**src/csl_pkg.sv**
```systemverilog
// shared types and constants for the cursor sequence list
// no dependencies; used by csl_seq and cursor_sequence_list
package csl_pkg;

    // default capacity of the list
    localparam int CAP_DEF = 32;

    // fixed field widths
    localparam int VAL_W     = 64;
    localparam int KIND_W    = 3;
    localparam int CNT_OUT_W = 6;

    // command codes
    typedef enum logic [KIND_W-1:0] {
        KIND_START   = 3'd0,
        KIND_ADVANCE = 3'd1,
        KIND_INSERT  = 3'd2,
        KIND_ATTACH  = 3'd3,
        KIND_REMOVE  = 3'd4
    } t_kind;

    // status from the sequencer to the top level
    typedef struct packed {
        logic busy;
        logic strobe;
        logic has_cur;
        logic err;
    } t_csl_status;

endpackage

```
**src/csl_ram.sv**
```systemverilog
// generic single-write, single-read ram with registered read data
// no dependencies
module csl_ram #(
    parameter int W = 64,
    parameter int D = 32,
    parameter int AW = (D > 1) ? $clog2(D) : 1
) (
    input  logic          i_clk,
    input  logic          i_we,
    input  logic [AW-1:0] i_waddr,
    input  logic [W-1:0]  i_wdata,
    input  logic [AW-1:0] i_raddr,
    output logic [W-1:0]  o_rdata
);

    logic [W-1:0] r_mem [D];
    logic [W-1:0] r_rdata;

    // write port
    always_ff @(posedge i_clk) begin
        if (i_we) begin
            r_mem[i_waddr] <= i_wdata;
        end
    end

    // registered read port
    always_ff @(posedge i_clk) begin
        r_rdata <= r_mem[i_raddr];
    end

    assign o_rdata = r_rdata;

endmodule

```
**src/csl_seq.sv**
```systemverilog
// command sequencer: decodes a command, updates count and cursor, and
// moves entries one at a time through the ram, a read then a write each; uses csl_pkg
module csl_seq #(
    parameter int CAP = csl_pkg::CAP_DEF,
    parameter int IW = (CAP > 1) ? $clog2(CAP) : 1,
    parameter int CW = $clog2(CAP + 1)
) (
    input  logic                      i_clk,
    input  logic                      i_rst_n,
    input  logic                      i_start,
    input  logic [csl_pkg::KIND_W-1:0] i_kind,
    input  logic [csl_pkg::VAL_W-1:0]  i_value,
    output csl_pkg::t_csl_status      o_stat,
    output logic [CW-1:0]             o_count,
    output logic                      o_we,
    output logic [IW-1:0]             o_waddr,
    output logic [csl_pkg::VAL_W-1:0]  o_wdata,
    output logic [IW-1:0]             o_raddr,
    input  logic [csl_pkg::VAL_W-1:0]  i_rdata
);

    typedef enum logic [5:0] {
        S_IDLE = 6'b000001,
        S_SRD  = 6'b000010,
        S_SWR  = 6'b000100,
        S_PUT  = 6'b001000,
        S_CRD  = 6'b010000,
        S_OUT  = 6'b100000
    } t_state;

    t_state                   r_state, n_state;
    logic [CW-1:0]            r_count, n_count;
    logic [IW-1:0]            r_cursor, n_cursor;
    logic                     r_valid, n_valid;
    logic                     r_err, n_err;
    logic                     r_open, n_open;
    logic [IW-1:0]            r_idx, n_idx;
    logic [IW-1:0]            r_pos, n_pos;
    logic [IW-1:0]            r_lim, n_lim;
    logic [csl_pkg::VAL_W-1:0] r_val, n_val;

    logic          w_accept;
    logic          w_full;
    logic [IW-1:0] w_idx_dn;
    logic [IW-1:0] w_idx_up;
    logic [IW-1:0] w_cur_inc;
    logic [CW-1:0] w_cur_ext;

    assign w_accept  = i_start && (r_state == S_IDLE);
    assign w_full    = (r_count >= CW'(CAP));
    assign w_idx_dn  = r_idx - IW'(1);
    assign w_idx_up  = r_idx + IW'(1);
    assign w_cur_inc = r_cursor + IW'(1);
    assign w_cur_ext = CW'(r_cursor);

    // next state and datapath control
    always_comb begin
        n_state  = r_state;
        n_count  = r_count;
        n_cursor = r_cursor;
        n_valid  = r_valid;
        n_err    = r_err;
        n_open   = r_open;
        n_idx    = r_idx;
        n_pos    = r_pos;
        n_lim    = r_lim;
        n_val    = r_val;
        o_we     = 1'b0;
        o_waddr  = r_idx;
        o_wdata  = i_rdata;
        o_raddr  = r_cursor;
        unique case (r_state)
            S_IDLE: begin
                if (w_accept) begin
                    n_err   = 1'b0;
                    n_val   = i_value;
                    n_state = S_CRD;
                    unique case (csl_pkg::t_kind'(i_kind))
                        csl_pkg::KIND_START: begin
                            n_cursor = '0;
                            n_valid  = (r_count != '0);
                        end
                        csl_pkg::KIND_ADVANCE: begin
                            if (!r_valid) begin
                                n_err = 1'b1;
                            end else if (w_cur_ext + CW'(1) >= r_count) begin
                                n_valid = 1'b0;
                            end else begin
                                n_cursor = w_cur_inc;
                            end
                        end
                        csl_pkg::KIND_INSERT, csl_pkg::KIND_ATTACH: begin
                            if (w_full) begin
                                n_err = 1'b1;
                            end else begin
                                // position of the new word
                                if (csl_pkg::t_kind'(i_kind) == csl_pkg::KIND_INSERT) begin
                                    n_pos = r_valid ? r_cursor : '0;
                                end else begin
                                    n_pos = r_valid ? w_cur_inc : IW'(r_count);
                                end
                                n_cursor = n_pos;
                                n_valid  = 1'b1;
                                n_count  = r_count + CW'(1);
                                n_open   = 1'b1;
                                n_idx    = IW'(r_count);
                                n_state  = (r_count > CW'(n_pos)) ? S_SRD : S_PUT;
                            end
                        end
                        csl_pkg::KIND_REMOVE: begin
                            if (!r_valid) begin
                                n_err = 1'b1;
                            end else begin
                                n_count = r_count - CW'(1);
                                n_valid = (w_cur_ext < n_count);
                                n_open  = 1'b0;
                                n_idx   = r_cursor;
                                n_lim   = IW'(n_count);
                                if (w_cur_ext < n_count) begin
                                    n_state = S_SRD;
                                end
                            end
                        end
                        default: begin
                            n_err = 1'b1;
                        end
                    endcase
                end
            end
            S_SRD: begin
                // fetch the entry that moves into r_idx
                o_raddr = r_open ? w_idx_dn : w_idx_up;
                n_state = S_SWR;
            end
            S_SWR: begin
                // store the moved entry
                o_we    = 1'b1;
                o_waddr = r_idx;
                o_wdata = i_rdata;
                if (r_open) begin
                    n_idx   = w_idx_dn;
                    n_state = (w_idx_dn > r_pos) ? S_SRD : S_PUT;
                end else begin
                    n_idx   = w_idx_up;
                    n_state = (w_idx_up < r_lim) ? S_SRD : S_CRD;
                end
            end
            S_PUT: begin
                // place the new word in the gap
                o_we    = 1'b1;
                o_waddr = r_pos;
                o_wdata = r_val;
                n_state = S_CRD;
            end
            S_CRD: begin
                o_raddr = r_cursor;
                n_state = S_OUT;
            end
            S_OUT: begin
                n_state = S_IDLE;
            end
            default: begin
                n_state = S_IDLE;
            end
        endcase
    end

    // control registers
    always_ff @(posedge i_clk) begin
        if (!i_rst_n) begin
            r_state  <= S_IDLE;
            r_count  <= '0;
            r_cursor <= '0;
            r_valid  <= 1'b0;
            r_err    <= 1'b0;
            r_open   <= 1'b0;
            r_idx    <= '0;
            r_pos    <= '0;
            r_lim    <= '0;
        end else begin
            r_state  <= n_state;
            r_count  <= n_count;
            r_cursor <= n_cursor;
            r_valid  <= n_valid;
            r_err    <= n_err;
            r_open   <= n_open;
            r_idx    <= n_idx;
            r_pos    <= n_pos;
            r_lim    <= n_lim;
        end
    end

    // payload register
    always_ff @(posedge i_clk) begin
        r_val <= n_val;
    end

    assign o_stat.busy    = (r_state != S_IDLE);
    assign o_stat.strobe  = (r_state == S_OUT);
    assign o_stat.has_cur = r_valid;
    assign o_stat.err     = r_err;
    assign o_count        = r_count;

endmodule

```
**src/cursor_sequence_list.sv**
```systemverilog
// cursor sequence list top level: entry ram, command sequencer, result ports
// start/advance and refused commands pass through S_CRD to the strobe in S_OUT
// insert/attach: S_SRD, S_SWR per entry, S_PUT, S_CRD, S_OUT; remove: no S_PUT
// busy stays high through the strobe cycle; a new transfer can be taken in the cycle after it
// synchronous active-low reset empties the list; entry ram is not cleared
// the receiver cannot stall: each result is on the ports for one cycle
module cursor_sequence_list #(
    parameter int CAP = csl_pkg::CAP_DEF
) (
    input  logic                           i_clk,
    input  logic                           i_rst_n,
    input  logic                           start,
    output logic                           busy,
    input  logic [csl_pkg::KIND_W-1:0]     i_kind,
    input  logic [csl_pkg::VAL_W-1:0]      i_value,
    output logic                           o_valid,
    output logic [csl_pkg::CNT_OUT_W-1:0]  o_count,
    output logic                           o_has_current,
    output logic [csl_pkg::VAL_W-1:0]      o_current_value,
    output logic                           o_error
);

    localparam int IW = (CAP > 1) ? $clog2(CAP) : 1;
    localparam int CW = $clog2(CAP + 1);
    localparam int XW = (CW > csl_pkg::CNT_OUT_W) ? CW : csl_pkg::CNT_OUT_W;

    csl_pkg::t_csl_status       w_stat;
    logic [CW-1:0]              w_count;
    logic [XW-1:0]              w_count_ext;
    logic                       w_we;
    logic [IW-1:0]              w_waddr;
    logic [csl_pkg::VAL_W-1:0]  w_wdata;
    logic [IW-1:0]              w_raddr;
    logic [csl_pkg::VAL_W-1:0]  w_rdata;

    // sequencer
    csl_seq #(
        .CAP (CAP),
        .IW  (IW),
        .CW  (CW)
    ) u_seq (
        .i_clk   (i_clk),
        .i_rst_n (i_rst_n),
        .i_start (start),
        .i_kind  (i_kind),
        .i_value (i_value),
        .o_stat  (w_stat),
        .o_count (w_count),
        .o_we    (w_we),
        .o_waddr (w_waddr),
        .o_wdata (w_wdata),
        .o_raddr (w_raddr),
        .i_rdata (w_rdata)
    );

    // entry storage
    csl_ram #(
        .W  (csl_pkg::VAL_W),
        .D  (CAP),
        .AW (IW)
    ) u_ram (
        .i_clk   (i_clk),
        .i_we    (w_we),
        .i_waddr (w_waddr),
        .i_wdata (w_wdata),
        .i_raddr (w_raddr),
        .o_rdata (w_rdata)
    );

    // result formatting, count carries its low bits
    assign w_count_ext     = XW'(w_count);
    assign busy            = w_stat.busy;
    assign o_valid         = w_stat.strobe;
    assign o_count         = w_count_ext[csl_pkg::CNT_OUT_W-1:0];
    assign o_has_current   = w_stat.has_cur;
    assign o_current_value = w_stat.has_cur ? w_rdata : '0;
    assign o_error         = w_stat.err;

endmodule
```
**config.mk**
```make
export PLATFORM = sky130hd
export DESIGN_NAME = cursor_sequence_list
export DESIGN_NICKNAME = d
export VERILOG_FILES = /design/src/csl_pkg.sv /design/src/csl_ram.sv /design/src/csl_seq.sv /design/src/cursor_sequence_list.sv
export SDC_FILE = /design/constraint.sdc
export NUM_CORES = 2
export LEC_CHECK = 0
export ABC_AREA = 1
export BUFFER_PORTS_ARGS = -buffer_cell sky130_fd_sc_hd__buf_4
export CAP_MARGIN = 20
export CORE_UTILIZATION = 34
export CTS_CLUSTER_SIZE = 28
export DETAILED_ROUTE_END_ITERATION = 6
export PLACE_DENSITY_LB_ADDON = 0.1
export SLEW_MARGIN = 0
export SYNTH_ARGS = -nofsm -noshare
export SYNTH_HDL_FRONTEND = slang
export SYNTH_SLANG_ARGS = --single-unit
export TNS_END_PERCENT = 100
```
**constraint.sdc**
```tcl
create_clock -name i_clk -period 4.2 [get_ports i_clk]
set_input_delay 1.05 -clock i_clk [delete_from_list [all_inputs] [get_ports i_clk]]
set_output_delay 1.05 -clock i_clk [all_outputs]
set_load 0.005 [all_outputs]
```
==> out/metrics.cfg <==
[setup_path]
crit_path_cell_trace = buf_12, nand2_1, inv_1, buf_4
reg2regPathDepth = 8
cp.depth = 4
cell_type_group_with_the_largest_total_delay_on_the_critical_path = flip-flops
worst_ep_required_time_ps = 3150
cp-endpoint = o_current_value[10]
critical_path_buf_inv_count = 3
timing.reg2reg.setup_slack_ps = 830
worstPathArrival_ps = 2480
critical_path_class = register to primary output
crit-reg2reg-launch = u_seq.r_state[5]$_SDFFE_PN0P_
critPathLaunch = u_seq.r_valid$_SDFFE_PN0P_
rr_endpoint = u_ram.r_mem[10][40]$_DFFE_PP_
cp-start-kind = register
timing.critical_path.fanout_max = 48
max_stage_delay_on_crit_path_ps = 640
critPathCaptureType = primary output
slowest_stage = sky130_fd_sc_hd__dfxtp_4

[clock_network]
cts.repair.resized = 0
worst_setup_hold_path_clk_slew_ps = 60
htree_levels = 4
cts_tree = done
max-clock-path-buffers = 3
tritoncts_num_sinks = 2211
clock_insertion_delay_worst_skew_ps = 920
number_of_buffers_inserted_for_hold_repair_after_clock_tree_synthesis = 0
clockRootBuffer = sky130_fd_sc_hd__clkbuf_16
cts_setup_buffers = 0
numCtsBuffers = 240

[status]
violations = design-rule violations
outcome = finished, violations left

[synthesis]
synth-seq-area-share = 0.722
synthesis.nets = 7962
syn-mean-instance-area_um2 = 11.5
synth.cell_area_um2 = 90600
synth_cell_type_count = 41
syn_inst = 7861
synth.yosys.warnings = 0
yosys_register_bits = 2211

[global_routing]
grtUsageTotal = 0.216
grt_pass1_wl_um = 422000
grt_pass1_vias = 57500
grt_start_max_net_pins = 115
overflow = 0
grt_antenna_before_repair = 10

[detailed_routing]
viasPerCell = 5.07
firstDrtPassIters = 7
dr.first_iter.drc_count = 5984
detail_route.wirelength_um = 293000
num_vias = 59500
drt.antenna.violating_nets = 0
post-route-drc-count = 28
post_drt_wl_per_cell_um = 24.9

[final_layout]
synthToLayoutAreaGrowth_pct = 16.1
post_route_cells_drive_above_1_share = 0.0996
utilization = 0.397
finish.net_count = 8093
layout.cells.most_common = sky130_fd_sc_hd__nand2_1
layout.cells.most_common_list = sky130_fd_sc_hd__nand2_1 (2290), sky130_fd_sc_hd__edfxtp_1 (2112), sky130_fd_sc_hd__nand3_1 (1944), sky130_fd_sc_hd__inv_1 (618), sky130_fd_sc_hd__buf_4 (243)

[power]
p_leak_nw = 39.2
internal-power_mw = 43.7
power_per_cell_area_nw_per_um2 = 612
comb_power_share = 0.224
switching_power_as_a_share_of_total_power = 0.321
pwr-share-seq = 0.448
post-layout-total-power_mw = 64.3
power.share.clock = 0.328
total_switching_power_mw = 20.6
ir_worst_vdd_mv = 0.454

[sta]
period_share = 0.841
worst_clock_skew_ps = 86.7
timing_hold_violations_final = 0
rsz0062_at_grt = no
relSlewSlack = 0.339
slew_viol_final = 0
actual_slew_at_the_worst_max_slew_pin_ps = 992
finalSetupViolations = 0
fmax_ghz = 0.283
min_period_ps = 3530

[place]
final_weighted_congestion_in_routability_driven_placement = 0.791
dpl.hpwl_um = 147000
port_buffers = 143

[job]
maxCapViolCount = 0

[floorplanning]
design.core.area_um2 = 265000
initial_utilization = 0.342
die_h_um = 518
placement_rows = 189
design.die.area_um2 = 269000
die_x_um = 518
top_level_ports = 144

[hold_path]
timing.hold.worst.class = primary input to register

[cells by family after synthesis]
group,Yosys count,share of synthesized area
flops,2211,0.722
simple gates,4331,0.208
mux,64,0.00795
xor+xnor,16,0.00155
compound gates,122,0.00739
buf+inv,1086,0.0494
fa+ha+maj,31,0.00428
[how the worst min path moves through the flow]
stage | cells after the start | end | from
after global placement | 2 | u_seq.r_lim[4]$_SDFFE_PN0P_ | u_seq.r_lim[4]$_SDFFE_PN0P_
final | 1 | u_seq.r_val[11]$_DFFE_PP_ | i_value[11]
after CTS | 1 | u_seq.r_val[11]$_DFFE_PP_ | i_value[11]
after detailed placement | 2 | u_seq.r_lim[4]$_SDFFE_PN0P_ | u_seq.r_lim[4]$_SDFFE_PN0P_
after global routing | 1 | u_seq.r_val[11]$_DFFE_PP_ | i_value[11]
after floorplan | 2 | u_seq.r_lim[1]$_SDFFE_PN0P_ | u_seq.r_lim[1]$_SDFFE_PN0P_
[cell type report]
class,instances,area [um2]
inverter,623,2340
antenna,1,2.50
clock buffer,336,6610
fill,25300,160000
clock inverter,120,1320
timing repair buffer,352,4010
multi-input combinational,4564,21100
tap,3533,4420
sequential,2211,65400
[sequential cells by signal, summed over array words and instances (netlist names)]
name and count:
u_ram.o_rdata 64, u_ram.r_mem 2048, u_seq.o_count 6, u_seq.r_cursor 5
u_seq.r_err 1, u_seq.r_idx 5, u_seq.r_lim 5, u_seq.r_open 1
u_seq.r_pos 5, u_seq.r_state 6, u_seq.r_val 64, u_seq.r_valid 1
[cells in the mapped netlist (all sizes together)]
cell type,count,share of area
edfxtp,2112,0.70
o21a,1,0.000083
nor3,6,0.00039
xnor2,3,0.00029
nor4,1,0.000069
o22ai,6,0.00041
buf,319,0.018
ha,31,0.0043
dfxtp,99,0.022
clkinv,1,0.000041
o211ai,7,0.00058
o21bai,1,0.000083
a21oi,37,0.0020
clkbuf,144,0.0060
inv,622,0.026
a211oi,2,0.00017
xor2,13,0.0013
nand3b,8,0.00066
nand3,1946,0.11
mux2,64,0.0080
a22oi,1,0.000083
o21ai,64,0.0037
nor2,67,0.0031
o221ai,1,0.000097
nand2,2295,0.095
a31oi,1,0.000069
nand4,8,0.00079
o211a,1,0.00011
[routing by layer]
metal	global-route usage	routed length (um)	vias to the layer above
li1	-	-	27500
met2	0.343	136000	1855
met3	0.0317	17200	374
met5	0	0	-
met4	0.0490	5900	0
met1	0.310	134000	29800
[metrics by stage]
stage	instance area (um2)	instances	setup slack (ps)	hold WS [ps]	TNS [ps]
after floorplan	90600	7861	-436	435	-818410
after global placement	97300	11300	880	457	0
after detailed placement	97300	11300	850	457	0
after CTS	105000	11700	554	220	0
after global routing	105000	11700	478	246	0
final	105000	11700	669	304	0
[power by group through the flow]
| stage | logic [mW] | registers, mW | clock network [mW] |
|---|---|---|---|
| after floorplan | 8.68 | 28.6 | 0 |
| after global placement | 14.4 | 29.3 | 0 |
| after detailed placement | 14.5 | 29.3 | 0 |
| after CTS | 14.5 | 28.8 | 21.6 |
| after global routing | 15.9 | 28.9 | 22.4 |
| final | 14.4 | 28.8 | 21.1 |
(Power assumes the default switching activity.)
